==> config.mk <==
export PLATFORM = sky130hd
export DESIGN_NAME = string_escape_decoder
export DESIGN_NICKNAME = d
export VERILOG_FILES = /design/src/rtl/core/sed_pkg.sv /design/src/rtl/core/sed_step.sv /design/src/rtl/core/sed_result_fifo.sv /design/src/rtl/core/string_escape_decoder.sv
export SDC_FILE = /design/constraint.sdc
export NUM_CORES = 1
export LEC_CHECK = 0
export BUFFER_PORTS_ARGS = -buffer_cell sky130_fd_sc_hd__buf_2
export CAP_MARGIN = 25
export CORE_ASPECT_RATIO = 1.25
export CORE_MARGIN = 4
export CORE_UTILIZATION = 30
export DETAILED_ROUTE_END_ITERATION = 8
export GPL_TIMING_DRIVEN = 0
export SYNTH_ARGS = -nofsm -noshare
export SYNTH_HDL_FRONTEND = slang
export SYNTH_SLANG_ARGS = --single-unit
==> constraint.sdc <==
create_clock -name clock -period 8 [get_ports clock]
set_clock_uncertainty 0.05 [all_clocks]
set_input_delay 1.2 -clock clock [delete_from_list [all_inputs] [get_ports clock]]
set_output_delay 1.2 -clock clock [all_outputs]
set_load 0.005 [all_outputs]
==> src/rtl/core/sed_pkg.sv <==
// Shared types and constants of the string escape decoder.
package sed_pkg;

   localparam int unsigned FifoDepth = 4;
   localparam int unsigned PtrWidth  = $clog2(FifoDepth);
   localparam int unsigned CntWidth  = $clog2(FifoDepth + 1);

   localparam logic [7:0] CharBackslash = 8'h5C;
   localparam logic [7:0] CharSquote    = 8'h27;
   localparam logic [7:0] CharDquote    = 8'h22;
   localparam logic [7:0] CharBs        = 8'h08;
   localparam logic [7:0] CharFf        = 8'h0C;
   localparam logic [7:0] CharLf        = 8'h0A;
   localparam logic [7:0] CharCr        = 8'h0D;
   localparam logic [7:0] CharTab       = 8'h09;
   localparam logic [1:0] OctDigits     = 2'd3;

   typedef enum logic [4:0] {
      MODE_IDLE   = 5'b00001,
      MODE_NORMAL = 5'b00010,
      MODE_ESC    = 5'b00100,
      MODE_HEX    = 5'b01000,
      MODE_OCT    = 5'b10000
   } mode_type;

   typedef struct packed {
      logic [7:0] in_byte;
      logic       first;
      logic       double_quote;
      logic       stream_end;
   } item_type;

   typedef struct packed {
      logic [7:0] out_byte;
      logic       byte_valid;
      logic       closed;
      logic       unterminated;
      logic       last;
   } res_type;

   // up to two results per word, res0 goes out first
   typedef struct packed {
      logic [1:0] count;
      res_type    res0;
      res_type    res1;
   } step_out_type;

   typedef struct packed {
      logic [CntWidth-1:0] count;
      logic                space;
   } fifo_stat_type;

endpackage

==> src/rtl/core/sed_step.sv <==
// Escape decoding step: decoder state and the results of one word.
module sed_step import sed_pkg::*; (
   input  logic         clock,
   input  logic         reset,
   input  logic         fire,
   input  item_type     item,
   output step_out_type step_out
);

   mode_type   mode_ff, mode_in;
   logic [7:0] accum_ff, accum_in;
   logic [1:0] oct_ff, oct_in;
   logic       term_dq_ff, term_dq_in;

   mode_type   mode_eff;
   logic [7:0] accum_eff;
   logic [1:0] oct_eff;
   logic       term_dq_eff;

   logic       pre_v;
   logic [7:0] pre_byte;
   logic       post_v;
   res_type    post_res;
   res_type    pre_res;
   logic [7:0] c;
   logic       hex_ok, oct_ok;
   logic [3:0] hex_d;
   logic [1:0] oct_next;
   logic [7:0] oct_acc;

   // terminator, backslash or plain byte in normal mode
   logic       nb_v;
   res_type    nb_res;
   mode_type   nb_mode;

   always_comb begin
      c           = item.in_byte;
      mode_eff    = item.first ? MODE_NORMAL : mode_ff;
      accum_eff   = item.first ? 8'd0 : accum_ff;
      oct_eff     = item.first ? 2'd0 : oct_ff;
      term_dq_eff = item.first ? item.double_quote : term_dq_ff;

      hex_ok = 1'b1;
      hex_d  = 4'd0;
      if (c >= "0" && c <= "9") begin
         hex_d = c[3:0];
      end else if ((c >= "a" && c <= "f") || (c >= "A" && c <= "F")) begin
         hex_d = c[3:0] + 4'd9;
      end else begin
         hex_ok = 1'b0;
      end
      oct_ok   = (c >= "0") && (c <= "7") && (oct_eff < OctDigits);
      oct_next = oct_eff + 2'd1;
      oct_acc  = {accum_eff[4:0], c[2:0]};

      nb_res  = '0;
      nb_v    = 1'b1;
      nb_mode = MODE_NORMAL;
      if (c == (term_dq_eff ? CharDquote : CharSquote)) begin
         nb_res.closed = 1'b1;
         nb_mode       = MODE_IDLE;
      end else if (c == CharBackslash) begin
         nb_v    = 1'b0;
         nb_mode = MODE_ESC;
      end else begin
         nb_res.out_byte   = c;
         nb_res.byte_valid = 1'b1;
      end

      pre_v      = 1'b0;
      pre_byte   = accum_eff;
      post_v     = 1'b0;
      post_res   = '0;
      mode_in    = mode_eff;
      accum_in   = accum_eff;
      oct_in     = oct_eff;
      term_dq_in = term_dq_eff;

      unique case (mode_eff)
         MODE_IDLE: begin
            mode_in = MODE_IDLE;
         end
         MODE_NORMAL, MODE_ESC, MODE_HEX, MODE_OCT: begin
            if (item.stream_end) begin
               pre_v                 = (mode_eff == MODE_HEX) || (mode_eff == MODE_OCT);
               post_v                = 1'b1;
               post_res.closed       = 1'b1;
               post_res.unterminated = 1'b1;
               mode_in               = MODE_IDLE;
               accum_in              = 8'd0;
               oct_in                = 2'd0;
            end else if (mode_eff == MODE_NORMAL) begin
               post_v   = nb_v;
               post_res = nb_res;
               mode_in  = nb_mode;
            end else if (mode_eff == MODE_ESC) begin
               mode_in             = MODE_NORMAL;
               post_v              = 1'b1;
               post_res.byte_valid = 1'b1;
               case (c)
                  "b":      post_res.out_byte = CharBs;
                  "f":      post_res.out_byte = CharFf;
                  "n":      post_res.out_byte = CharLf;
                  "r":      post_res.out_byte = CharCr;
                  "t":      post_res.out_byte = CharTab;
                  "x", "X": begin
                     post_v   = 1'b0;
                     post_res = '0;
                     accum_in = 8'd0;
                     mode_in  = MODE_HEX;
                  end
                  default: begin
                     if (c >= "0" && c <= "7") begin
                        post_v   = 1'b0;
                        post_res = '0;
                        accum_in = {5'd0, c[2:0]};
                        oct_in   = 2'd1;
                        mode_in  = MODE_OCT;
                     end else begin
                        post_res.out_byte = c;
                     end
                  end
               endcase
            end else if (mode_eff == MODE_HEX) begin
               if (hex_ok) begin
                  accum_in = {accum_eff[3:0], hex_d};
               end else begin
                  pre_v    = 1'b1;
                  accum_in = 8'd0;
                  post_v   = nb_v;
                  post_res = nb_res;
                  mode_in  = nb_mode;
               end
            end else begin
               if (oct_ok) begin
                  accum_in = oct_acc;
                  oct_in   = oct_next;
                  if (oct_next >= OctDigits) begin
                     // third digit completes the value
                     pre_v    = 1'b1;
                     pre_byte = oct_acc;
                     accum_in = 8'd0;
                     oct_in   = 2'd0;
                     mode_in  = MODE_NORMAL;
                  end
               end else begin
                  pre_v    = 1'b1;
                  accum_in = 8'd0;
                  oct_in   = 2'd0;
                  post_v   = nb_v;
                  post_res = nb_res;
                  mode_in  = nb_mode;
               end
            end
         end
         default: begin
            mode_in = MODE_IDLE;
         end
      endcase

      pre_res            = '0;
      pre_res.out_byte   = pre_byte;
      pre_res.byte_valid = 1'b1;

      step_out       = '0;
      step_out.count = {1'b0, pre_v} + {1'b0, post_v};
      if (pre_v) begin
         step_out.res0      = pre_res;
         step_out.res0.last = !post_v;
         step_out.res1      = post_res;
         step_out.res1.last = 1'b1;
      end else begin
         step_out.res0      = post_res;
         step_out.res0.last = 1'b1;
      end
   end

   always_ff @(posedge clock) begin
      if (reset) begin
         mode_ff    <= MODE_IDLE;
         accum_ff   <= 8'd0;
         oct_ff     <= 2'd0;
         term_dq_ff <= 1'b0;
      end else if (fire) begin
         mode_ff    <= mode_in;
         accum_ff   <= accum_in;
         oct_ff     <= oct_in;
         term_dq_ff <= term_dq_in;
      end
   end

endmodule

==> src/rtl/core/sed_result_fifo.sv <==
// Result queue: takes up to two results per cycle, gives one per cycle while popped.
module sed_result_fifo import sed_pkg::*; (
   input  logic          clock,
   input  logic          reset,
   input  logic [1:0]    push_count,
   input  res_type       push_res0,
   input  res_type       push_res1,
   output res_type       head,
   output logic          head_valid,
   input  logic          pop,
   output fifo_stat_type stat
);

   res_type             mem_ff [FifoDepth];
   logic [PtrWidth-1:0] wr_ptr_ff, wr_ptr_in;
   logic [PtrWidth-1:0] rd_ptr_ff, rd_ptr_in;
   logic [CntWidth-1:0] count_ff, count_in;
   logic                do_pop;

   always_comb begin
      do_pop     = pop && (count_ff != '0);
      wr_ptr_in  = wr_ptr_ff + PtrWidth'(push_count);
      rd_ptr_in  = rd_ptr_ff + PtrWidth'(do_pop);
      count_in   = count_ff + CntWidth'(push_count) - CntWidth'(do_pop);
      head       = mem_ff[rd_ptr_ff];
      head_valid = (count_ff != '0);
      stat.count = count_ff;
      // room for the worst case of two results
      stat.space = (count_ff <= CntWidth'(FifoDepth - 2));
   end

   always_ff @(posedge clock) begin
      if (push_count != 2'd0) begin
         mem_ff[wr_ptr_ff] <= push_res0;
      end
      if (push_count == 2'd2) begin
         mem_ff[wr_ptr_ff + PtrWidth'(1)] <= push_res1;
      end
   end

   always_ff @(posedge clock) begin
      if (reset) begin
         wr_ptr_ff <= '0;
         rd_ptr_ff <= '0;
         count_ff  <= '0;
      end else begin
         wr_ptr_ff <= wr_ptr_in;
         rd_ptr_ff <= rd_ptr_in;
         count_ff  <= count_in;
      end
   end

endmodule

==> src/rtl/core/string_escape_decoder.sv <==
// Top level of the string escape decoder: input register, decode step, result queue.
//
// Decodes the body of a quoted string literal, one byte per input word, and
// returns the decoded bytes and a close marker on the result stream. A word
// with tuser bit 0 set starts a new literal (tuser bit 1 picks the double
// quote as terminator, else the single quote); a word with tlast set ends the
// input, flushing any pending hex or octal escape and closing the literal as
// unterminated. Each input word yields zero, one or two result words; tlast
// marks the final result of the word that caused it. Throughput is one input
// word per cycle while each word yields at most one result and the result
// stream is not stalled; a hex or octal escape cut short by a byte other
// than a backslash, or by stream end, yields two results, which the single
// result port gives out one at a time. A result passes the input register,
// then the four-entry result queue, before it is offered. An input word is
// decoded only when the queue has room for two results.
module string_escape_decoder import sed_pkg::*; (
   input  logic       clock,
   input  logic       reset,
   input  logic       req_tvalid,
   output logic       req_tready,
   input  logic [7:0] req_tdata,   // in_byte
   input  logic [1:0] req_tuser,   // [0] first, [1] double_quote
   input  logic       req_tlast,   // stream_end
   output logic       rsp_tvalid,
   input  logic       rsp_tready,
   output logic [7:0] rsp_tdata,   // out_byte
   output logic [2:0] rsp_tuser,   // [0] byte_valid, [1] closed, [2] unterminated
   output logic       rsp_tlast    // last result of the input word
);

   // input register
   logic          in_valid_ff, in_valid_in;
   item_type      in_item_ff;
   logic          fire;
   logic          load;

   step_out_type  step_out;
   res_type       head;
   logic          head_valid;
   fifo_stat_type fstat;

   // decode a held word once the queue can take both possible results
   assign fire        = in_valid_ff && fstat.space;
   assign req_tready  = !in_valid_ff || fire;
   assign load        = req_tvalid && req_tready;
   assign in_valid_in = load || (in_valid_ff && !fire);

   always_ff @(posedge clock) begin
      if (reset) begin
         in_valid_ff <= 1'b0;
      end else begin
         in_valid_ff <= in_valid_in;
      end
   end

   always_ff @(posedge clock) begin
      if (load) begin
         in_item_ff.in_byte      <= req_tdata;
         in_item_ff.first        <= req_tuser[0];
         in_item_ff.double_quote <= req_tuser[1];
         in_item_ff.stream_end   <= req_tlast;
      end
   end

   sed_step u_step (
      .clock    (clock),
      .reset    (reset),
      .fire     (fire),
      .item     (in_item_ff),
      .step_out (step_out)
   );

   sed_result_fifo u_fifo (
      .clock      (clock),
      .reset      (reset),
      .push_count (fire ? step_out.count : 2'd0),
      .push_res0  (step_out.res0),
      .push_res1  (step_out.res1),
      .head       (head),
      .head_valid (head_valid),
      .pop        (rsp_tready),
      .stat       (fstat)
   );

   assign rsp_tvalid = head_valid;
   assign rsp_tdata  = head.out_byte;
   assign rsp_tuser  = {head.unterminated, head.closed, head.byte_valid};
   assign rsp_tlast  = head.last;

   // the queue never overfills
   a_fifo_bound: assert property (@(posedge clock) disable iff (reset)
      fstat.count <= CntWidth'(FifoDepth))
      else $error("result queue over capacity");

   // a pair of results carries last only on the second word
   a_pair_last: assert property (@(posedge clock) disable iff (reset)
      (fire && step_out.count == 2'd2) |-> (!step_out.res0.last && step_out.res1.last))
      else $error("last misplaced in result pair");

   // a result word is either a byte or a close, never both, and unterminated only with a close
   a_byte_or_close: assert property (@(posedge clock) disable iff (reset)
      rsp_tvalid |-> !(rsp_tuser[0] && rsp_tuser[1]) && (!rsp_tuser[2] || rsp_tuser[1]))
      else $error("result carries inconsistent flags");

   // nothing is offered straight after reset
   a_reset_quiet: assert property (@(posedge clock)
      reset |=> !rsp_tvalid)
      else $error("result offered after reset");

endmodule
==> flow_metrics.env, run 1 <==
export IMPL_routed_wl_um=14400
export IMPL_fin_crit_sh_pct=60.0
export IMPL_min_path_type="register to register"
export IMPL_synth_commonest_cells="edfxtp_1, nand2_1, nor2_1"
export IMPL_grt_pass1_vias=4391
export IMPL_gp_congestion=0.922
export IMPL_worstSetupPathType="register to register"
export IMPL_route_vias_total=4349
export IMPL_crit_required_ns=8.05
export IMPL_max_vdd_ir_drop_v=0.0000855
export IMPL_post_synth_top_count_cell="edfxtp_1"
export IMPL_io_pins=29
export IMPL_synth_fp_nets=537
export IMPL_drc=0
export IMPL_htree_levels=3
export IMPL_cp_max_fo=10
export IMPL_worst_slack_ns=3.20
export IMPL_post_route_util_pct=35.5
export IMPL_holdBufCountCts=0
export IMPL_hold_slack_ns=0.429
export IMPL_worstMarginPinSlew_ns=0.838
export IMPL_io_buffers=28
export IMPL_first_iter_violations=395
export IMPL_antenna_cells=0
export IMPL_crit_path_top_delay_cell="clkbuf_1"
export IMPL_area_growth_pct=15.2
export IMPL_ys_ff_latch=83
export IMPL_ys_warn_count=0
export IMPL_wl_met1_um=5710
export IMPL_drv_slew=0
export IMPL_setup_viol=0
export IMPL_synthTopCellsByArea="edfxtp_1, dfxtp_1, mux4_2"
export IMPL_end_kind="register"
export IMPL_max_freq_ghz=0.208
export IMPL_track_usage_pct=14.8
export IMPL_drive_gt1_share_pct=20.0
export IMPL_grt_remaining_overflow=0
export IMPL_antenna_found_initial=0
export IMPL_power_density_mw_per_mm2=203
export IMPL_start_util_pct=30.8
export IMPL_dr_wl_met3_um=811
export IMPL_met2_length_um=7430
export IMPL_insertion_delay_ns=0.35
export IMPL_wl_per_cell_um=18.5
export IMPL_finalPower_mw=1.22
export IMPL_syn_inst=510
export IMPL_finalHoldViolations=0
export IMPL_clock_path_buffers=2
export IMPL_path_cells="clkbuf_1 > inv_1 > ha_1 > o21bai_1 > a21oi_1 > a21oi_4 > o211ai_2 > nand2b_1 > a21oi_1 > ha_1 > nor2b_1 > nand2_1 > nor3_1 > clkbuf_1 > nand2_1 > o211a_1"
export IMPL_die_w_um=126
export IMPL_yosysTopAreaCellShare_pct=34.0
export IMPL_synth_ff_type="edfxtp_1"
export IMPL_placed_cells=762
export IMPL_nets=581
export IMPL_arrival_ns=4.86
export IMPL_cts_sinks=83
export IMPL_rsz0062_at_grt="no"
export IMPL_syn_cell_area_mm2=0.00521
export IMPL_cts_root_buffer="clkbuf_16"
export IMPL_place_hpwl_um=10900
export IMPL_synth_edff_count=59
export IMPL_pre_cts_ws_ns=3.15
export IMPL_leakage_nw=2.06
export IMPL_start_kind="register"
export IMPL_cts_tree="yes"
export IMPL_ys_async_sr_fraction_pct=0
export IMPL_die_h_um=155
export IMPL_finalSetupTns_ns=0
export IMPL_die_area_mm2=0.0196
export IMPL_core_area_mm2=0.0169
export IMPL_antenna_left=0
export IMPL_cts_resized=0
export IMPL_dpl_instance_area_mm2=0.00568
export IMPL_numCtsBuffers=9
export IMPL_stdcell_area_mm2=0.00600
export IMPL_status="finished, final reports clean"
export IMPL_ys_types=80
export IMPL_grt_start_max_net_pins=15
export IMPL_worst_path_largest_cell_delay_ns=0.50
export IMPL_min_period_ns=4.80
export IMPL_first_pass_iters=5
export IMPL_grt_pass1_wl_um=23300
export IMPL_relSlewSlack_pct=44.2
export IMPL_maxCapViolCount=0
export IMPL_via_per_inst=5.58
export IMPL_yosys_area_top_type="edfxtp_1"
export IMPL_yosysSeqAreaShare_pct=43.2
export IMPL_final_cell_count_no_fill=779
export IMPL_avgSynthCellArea_um2=10.2
export IMPL_num_rows=53
export IMPL_routed_top_layer="met4"
export IMPL_cts_clk_slew_worst_paths_ns=0.07
export IMPL_cts_setup_buffers=0
==> critical path: cells and delay by family, from the launching register on <==
family | cells | cell delay [ns]
simple gates | 5 | 1.17
fa+ha+maj | 2 | 0.62
compound gates | 6 | 1.20
flops | 1 | 0.40
buf+inv | 3 | 1.11
==> layer usage <==
| layer | GRT usage (%) | vias to the layer above |
|---|---|---|
| met2 | 26.4 | 173 |
| met5 | 0 | - |
| met3 | 2.34 | 39 |
| met1 | 17.6 | 2101 |
| met4 | 6.44 | 0 |
| li1 | - | 2036 |
==> worst paths after layout <==
| check | cells after the start | endpoint | slack (ns) | startpoint |
|---|---|---|---|---|
| setup / recovery | 16 | u_fifo.mem_ff[2][1]$_DFFE_PP_ | 3.20 | in_item_ff[3]$_DFFE_PP_ |
| hold / removal | 1 | u_step.accum_ff[5]$_SDFFE_PP0P_ | 0.43 | u_step.accum_ff[5]$_SDFFE_PP0P_ |
| setup reg to reg | 16 | u_fifo.mem_ff[2][1]$_DFFE_PP_ | 3.20 | in_item_ff[3]$_DFFE_PP_ |
| hold reg to reg | 1 | u_step.accum_ff[5]$_SDFFE_PP0P_ | 0.43 | u_step.accum_ff[5]$_SDFFE_PP0P_ |
==> report_power, final <==
group          switching [mW]  total, mW  internal [mW]
combinational           0.140      0.261          0.121
clock                   0.183      0.457          0.274
sequential             0.0174      0.502          0.485
total                   0.341       1.22          0.880
==> kinds of logic (layout without fill, tap and decap cells) <==
kind of cell / Yosys count / in the layout / share of synthesized area [%]
AOI/OAI and AO/OA: 140 / 140 / 19.8
adders and majority gates: 16 / 16 / 3.79
muxes: 22 / 22 / 7.28
and+or+nand+nor: 191 / 191 / 20.1
buffers and inverters: 51 / 100 / 4.66
xor gates and xnor gates: 7 / 7 / 1.18
DFF: 83 / 83 / 43.2
==> cell usage in the layout (no fill, tap or decap), drive strengths merged, types with 5 or more instances in the layout <==
cell and count:
mux4 12, nor4 6, mux2 7, o31ai 5
o32ai 10, o22ai 18, nand2b 6, nand2 49
dfxtp 24, edfxtp 59, a21o 5, and2 9
nor2 50, o211ai 9, nor2b 13, clkbuf 29
buf 52, and3 7, nor3 12, o21ai 20
o2111ai 5, nand3 9, ha 11, xnor2 6
a21oi 32, inv 15
==> area by class of cell <==
class	count	area (µm²)
buffer	38	194
clock buffer	10	229
inverter	13	48.8
timing repair buffer	33	189
sequential	83	2250
clock inverter	6	86.3
multi-input combinational	376	2730
tap	220	275
fill	1718	10900
==> state kept, by name, indices dropped and copies added, names as in the netlist <==
name,count
u_fifo.wr_ptr_ff,2
u_step.mode_ff,5
u_fifo.rd_ptr_ff,2
u_step.term_dq_ff,1
u_fifo.mem_ff,48
in_valid_ff,1
u_step.oct_ff,2
u_fifo.count_ff,3
u_step.accum_ff,8
in_item_ff,11
Power figures use the tool's default switching activity.
==> run 2, diff against run 1 <==
- clock period: 8 -> 4.8 ns (I/O delays scaled with it)
==> run 2 against run 1 <==
Count of clock-buffer cells in the layout did not move; setup slack worse by 2.8 ns; global-route usage about the same; first-iteration DRC count is 0.76% lower; sequential power increased by 67%; core utilization increased by 0.14 points; combinational power is 67% higher; largest cell class unchanged; largest power group unchanged.
==> flow_metrics.env, run 2 (synthesis results as in run 1) <==
export IMPL_r2r_slack_ns=0.37
export IMPL_via_per_inst=5.62
export IMPL_r2r_end="u_fifo.mem_ff[3][4]$_DFFE_PP_"
export IMPL_setup_viol=0
export IMPL_core_area_mm2=0.0169
export IMPL_rsz0062_at_grt="no"
export IMPL_final_cell_count_no_fill=778
export IMPL_largest_reg_flops=48
export IMPL_placed_cells=762
export IMPL_antenna_found_initial=0
export IMPL_relSlewSlack_pct=44.4
export IMPL_first_iter_violations=392
export IMPL_io_pins=29
export IMPL_seqPwrFrac_pct=41.1
export IMPL_cts_root_buffer="clkbuf_16"
export IMPL_htree_levels=3
export IMPL_die_w_um=126
export IMPL_min_period_ns=4.43
export IMPL_drive_gt1_share_pct=21.0
export IMPL_cts_sinks=83
export IMPL_combPwrFrac_pct=21.5
export IMPL_cts_tree="yes"
export IMPL_max_freq_ghz=0.226
export IMPL_place_hpwl_um=10900
export IMPL_cts_clk_slew_worst_paths_ns=0.07
export IMPL_clkPwrFrac_pct=37.4
export IMPL_crit_required_ns=4.80
export IMPL_grt_pass1_wl_um=23300
export IMPL_io_buffers=28
export IMPL_end_kind="register"
export IMPL_leakage_nw=2.07
export IMPL_largest_registers="u_fifo.mem_ff: 48 flops, in_item_ff: 11 flops, u_step.accum_ff: 8 flops"
export IMPL_cp_max_fo=10
export IMPL_gp_congestion=0.922
export IMPL_die_area_mm2=0.0196
export IMPL_p_sw_mw=0.568
export IMPL_rr_worst_depth=15
export IMPL_antenna_cells=0
export IMPL_start_kind="register"
export IMPL_min_path_type="register to register"
export IMPL_num_rows=53
export IMPL_whs_path_depth=1
export IMPL_holdBufCountCts=0
export IMPL_internal_power_mw=1.47
export IMPL_wl_per_cell_um=18.6
export IMPL_holdPathEnd="u_step.accum_ff[5]$_SDFFE_PP0P_"
export IMPL_worstMarginPinSlew_ns=0.834
export IMPL_hold_slack_ns=0.429
export IMPL_worst_path_largest_cell_delay_ns=0.66
export IMPL_start_util_pct=30.8
export IMPL_path_cells="clkbuf_2 > inv_1 > ha_1 > o21bai_1 > a21oi_2 > a21oi_4 > o211ai_2 > nand2b_1 > a21oi_1 > ha_1 > nand2_1 > nor4b_4 > nor2_2 > nor2_2 > o32ai_1"
export IMPL_maxCapViolCount=0
export IMPL_grt_pass1_vias=4396
export IMPL_drc=0
export IMPL_final_common_cell="edfxtp_1"
export IMPL_track_usage_pct=14.9
export IMPL_mostFrequentLayoutCells="edfxtp_1, nand2_1, nor2_1"
export IMPL_insertion_delay_ns=0.35
export IMPL_switching_share_pct=27.9
export IMPL_nets=580
export IMPL_worstSetupPathType="register to register"
export IMPL_antenna_left=0
export IMPL_fin_crit_sh_pct=92.2
export IMPL_clock_path_buffers=2
export IMPL_arrival_ns=4.42
export IMPL_worstHoldStart="u_step.accum_ff[5]$_SDFFE_PP0P_"
export IMPL_crit_path_top_delay_cell="nor4b_4"
export IMPL_first_pass_iters=6
export IMPL_numCtsBuffers=9
export IMPL_power_density_mw_per_mm2=338
export IMPL_status="finished, final reports clean"
export IMPL_top_register="u_fifo.mem_ff"
export IMPL_reg2reg_from="in_item_ff[3]$_DFFE_PP_"
export IMPL_max_vdd_ir_drop_v=0.000142
export IMPL_area_growth_pct=15.6
export IMPL_drv_slew=0
export IMPL_die_h_um=155
export IMPL_finalHoldViolations=0
export IMPL_grt_start_max_net_pins=15
export IMPL_route_vias_total=4372
export IMPL_routed_wl_um=14500
export IMPL_grt_remaining_overflow=0
[run 2: worst max-delay path by stage]
stage                       startpoint                             end  slack (ns)  cells past startpoint
2_1_floorplan  in_item_ff[3]$_DFFE_PP_   u_fifo.mem_ff[3][0]$_DFFE_PP_        0.76                     13
3_3_place_gp   in_item_ff[3]$_DFFE_PP_  u_fifo.mem_ff[3][10]$_DFFE_PP_       -0.37                     13
3_5_place_dp   in_item_ff[3]$_DFFE_PP_   u_fifo.mem_ff[3][8]$_DFFE_PP_       -0.05                     15
4_1_cts        in_item_ff[3]$_DFFE_PP_   u_fifo.mem_ff[2][1]$_DFFE_PP_        0.05                     16
5_1_grt        in_item_ff[3]$_DFFE_PP_   u_fifo.count_ff[2]$_SDFF_PP0_        0.01                     20
6_report       in_item_ff[3]$_DFFE_PP_   u_fifo.mem_ff[3][4]$_DFFE_PP_        0.37                     15
[run 2: critical path, delay by kind of cell (launching register included)]
kind	cells	cell delay [ns]
buffers and inverters	2	0.41
adder cells (fa/ha/maj)	2	0.58
AO/OA/AOI/OAI	6	1.20
AND/OR/NAND/NOR	5	1.46
flip-flops	1	0.40
[run 2: power by group through the flow]
stage | clock network, mW | registers, mW | logic [mW]
2_1_floorplan | 0 | 0.844 | 0.307
3_3_place_gp | 0 | 0.852 | 0.428
3_5_place_dp | 0 | 0.854 | 0.438
4_1_cts | 0.763 | 0.839 | 0.441
5_1_grt | 0.802 | 0.843 | 0.486
6_report | 0.761 | 0.837 | 0.437
[run 2: layout make-up]
class                   instances  area (µm²)
well taps                     220         275
fillers                      1714       10900
inverters                      13        48.8
clock buffers                  10         229
clock inverters                 6        86.3
flip-flops and latches         83        2250
multi-input cells             376        2750
repair buffers                 32         181
plain buffers                  38         196
[run 2: per-layer routing]
| layer | GRT usage, % | part of all wire, % |
|---|---|---|
| met5 | 0 | 0 |
| met3 | 2.34 | 5.3 |
| met4 | 6.44 | 2.9 |
| met2 | 26.5 | 52 |
| met1 | 17.7 | 40 |
[run 2: repair_timing]
item | 4_1_cts | 5_1_grt
gates resized for setup | 1 | 8
endpoints found under the setup margin | 6 | 48
buffers inserted | 0 | 0
[run 2: through the flow]
stage / setup TNS, ns / instance area [µm²] / worst slack [ns] / util (%) / power, mW
after floorplan: 0 / 5210 / 0.763 / - / 1.15
after global routing: 0 / 6020 / 0.0114 / 35.6 / 2.13
after global placement: -6.90 / 5630 / -0.365 / 33.3 / 1.28
final: 0 / 6020 / 0.374 / 35.6 / 2.04
after detailed placement: -0.164 / 5680 / -0.0547 / 33.6 / 1.29
after CTS: 0 / 6000 / 0.0493 / 35.5 / 2.04
==> run 3, diff against run 2 <==
--- a/config.mk
+++ b/config.mk
@@ -12,2 +12,3 @@
 export CORE_UTILIZATION = 30
+export CTS_CLUSTER_DIAMETER = 40
 export DETAILED_ROUTE_END_ITERATION = 8
==> constraint.sdc (replaced) <==
create_clock -name clock -period 3.7 [get_ports clock]
set_clock_uncertainty 0.05 [all_clocks]
set_input_delay 0.37 -clock clock [delete_from_list [all_inputs] [get_ports clock]]
set_output_delay 0.37 -clock clock [all_outputs]
set_load 0.005 [all_outputs]
==> run 3 against run 2 <==
Core utilization up 2.3 points; non-clock buffer count rose by 30; fmax up 24%; setup slack got worse by 0.24 ns; largest cell class unchanged; sequential power rose by 30%; register-to-register slack lost 0.24 ns; worst hold slack got worse by 0.29 ns; flip-flop and latch count unchanged; clock power up 17%; power up 29%; final area increased by 6.6%; count of clock-buffer cells in the layout rose by 2.
==> flow_metrics.env, run 3 (synthesis results as in run 1) <==
export IMPL_status="finished, final reports clean"
export IMPL_drive_gt1_share_pct=29.8
export IMPL_grt_pass1_vias=4495
export IMPL_min_path_type="input pin to register"
export IMPL_antenna_left=0
export IMPL_io_buffers=28
export IMPL_max_freq_ghz=0.281
export IMPL_die_area_mm2=0.0196
export IMPL_worstSetupPathType="register to register"
export IMPL_holdBufCountCts=0
export IMPL_arrival_ns=3.73
export IMPL_cts_tree="yes"
export IMPL_maxCapViolCount=0
export IMPL_cp_max_fo=5
export IMPL_largest_registers="u_fifo.mem_ff: 48 flops, in_item_ff: 11 flops, u_step.accum_ff: 8 flops"
export IMPL_largest_reg_flops=48
export IMPL_stdcell_area_mm2=0.00642
export IMPL_antenna_found_initial=0
export IMPL_area_growth_pct=23.2
export IMPL_final_common_cell="edfxtp_1"
export IMPL_route_vias_total=4505
export IMPL_via_per_inst=5.58
export IMPL_hold_slack_ns=0.136
export IMPL_setup_viol=0
export IMPL_post_route_util_pct=38.0
export IMPL_wl_per_cell_um=18.9
export IMPL_min_period_ns=3.56
export IMPL_r2r_end="u_fifo.count_ff[2]$_SDFF_PP0_"
export IMPL_cts_sinks=83
export IMPL_start_util_pct=30.8
export IMPL_mostFrequentLayoutCells="edfxtp_1, nand2_1, nor2_1"
export IMPL_r2r_slack_ns=0.14
export IMPL_drc=0
export IMPL_fin_crit_sh_pct=96.3
export IMPL_pre_cts_ws_ns=-0.899
export IMPL_multi_input_area_mm2=0.00294
export IMPL_place_hpwl_um=11100
export IMPL_reg2reg_from="in_item_ff[7]$_DFFE_PP_"
export IMPL_grt_remaining_overflow=0
export IMPL_num_rows=53
export IMPL_clock_path_buffers=2
export IMPL_start_kind="register"
export IMPL_holdPathEnd="in_item_ff[1]$_DFFE_PP_"
export IMPL_rr_worst_depth=17
export IMPL_finalHoldViolations=0
export IMPL_regArea_mm2=0.00225
export IMPL_insertion_delay_ns=0.35
export IMPL_cts_root_buffer="clkbuf_16"
export IMPL_leakage_nw=2.23
export IMPL_worstHoldStart="req_tuser[1]"
export IMPL_finalPower_mw=2.63
export IMPL_io_pins=29
export IMPL_max_vdd_ir_drop_v=0.000162
export IMPL_grt_pass1_wl_um=24000
export IMPL_routed_wl_um=15300
export IMPL_htree_levels=3
export IMPL_cts_clk_slew_worst_paths_ns=0.06
export IMPL_drv_slew=0
export IMPL_nets=610
export IMPL_end_kind="register"
export IMPL_crit_required_ns=3.87
export IMPL_dpl_instance_area_mm2=0.00567
export IMPL_first_pass_iters=5
export IMPL_fill_cells=1668
export IMPL_first_iter_violations=285
export IMPL_die_w_um=126
export IMPL_die_h_um=155
export IMPL_worst_slack_ns=0.135
export IMPL_gp_congestion=0.921
export IMPL_top_register="u_fifo.mem_ff"
export IMPL_relSlewSlack_pct=43.4
export IMPL_whs_path_depth=1
export IMPL_antenna_cells=0
export IMPL_power_density_mw_per_mm2=409
export IMPL_core_area_mm2=0.0169
export IMPL_worstMarginPinSlew_ns=0.849
export IMPL_track_usage_pct=15.4
export IMPL_numCtsBuffers=9
export IMPL_grt_start_max_net_pins=14
[run 3: cell count changes in the layout (fill, tap and decap cells not counted), sizes merged]
cell,previous run,this run
inv,15,13
clkinv,1,2
clkbuf,29,30
bufinv,2,1
buf,51,82
[run 3: metrics by stage]
step / setup TNS, ns / instances
after global routing: -0.0329 / 808
after floorplan: 0 / 510
after CTS: 0 / 800
after global placement: -56.25 / 758
final: 0 / 808
after detailed placement: -53.60 / 760
[run 3: how the worst max path moves through the flow]
stage,from,end,slack [ns],cells after the start
after floorplan,in_item_ff[3]$_DFFE_PP_,u_fifo.count_ff[2]$_SDFF_PP0_,0.002,20
after global placement,in_item_ff[3]$_DFFE_PP_,u_fifo.mem_ff[0][10]$_DFFE_PP_,-0.81,13
after detailed placement,in_item_ff[3]$_DFFE_PP_,u_fifo.mem_ff[3][4]$_DFFE_PP_,-0.90,15
after CTS,in_item_ff[7]$_DFFE_PP_,u_fifo.count_ff[2]$_SDFF_PP0_,0.005,18
after global routing,in_item_ff[4]$_DFFE_PP_,u_fifo.mem_ff[1][6]$_DFFE_PP_,-0.01,15
final,in_item_ff[7]$_DFFE_PP_,u_fifo.count_ff[2]$_SDFF_PP0_,0.14,17
[run 3: routing by layer]
metal	global-route usage, %	wire, µm	part of all wire [%]
met1	17.7	6030	39
met2	28.2	8030	53
met3	1.92	736	4.8
met4	7.36	475	3.1
met5	0	0	0
[run 3: worst max-delay path: stages (launching register included)]
cell	delay, ns
edfxtp_1	0.47
or4b_4	0.59
a21oi_4	0.15
a21oi_4	0.10
o211ai_4	0.18
nand2b_4	0.16
a21oi_4	0.07
ha_4	0.30
and3_4	0.19
inv_2	0.04
ha_4	0.20
inv_2	0.04
ha_2	0.15
inv_2	0.03
fa_2	0.35
xnor2_2	0.16
xnor2_1	0.14
nor2_1	0.05
[run 3: timing repair]
action	in CTS	in global routing
buffers inserted	24	10
resized for setup	33	19
pin swaps	17	12
setup endpoints to repair	99	77
endpoints found under the hold margin	0	0
[run 3: final cells by class]
type | instances | share of cell area, %
Multi-Input combinational cell | 376 | 45.7
Clock buffer | 12 | 3.68
Sequential cell | 83 | 35.1
Clock inverter | 4 | 0.799
Inverter | 13 | 0.877
Buffer | 36 | 3.08
Timing Repair Buffer | 64 | 6.45
Tap cell | 220 | 4.29
[run 3: report_power, final]
group          internal (mW)  switching [mW]  total (mW)
logic                  0.310           0.338       0.648
clock network          0.523           0.369       0.892
registers               1.05          0.0363        1.09
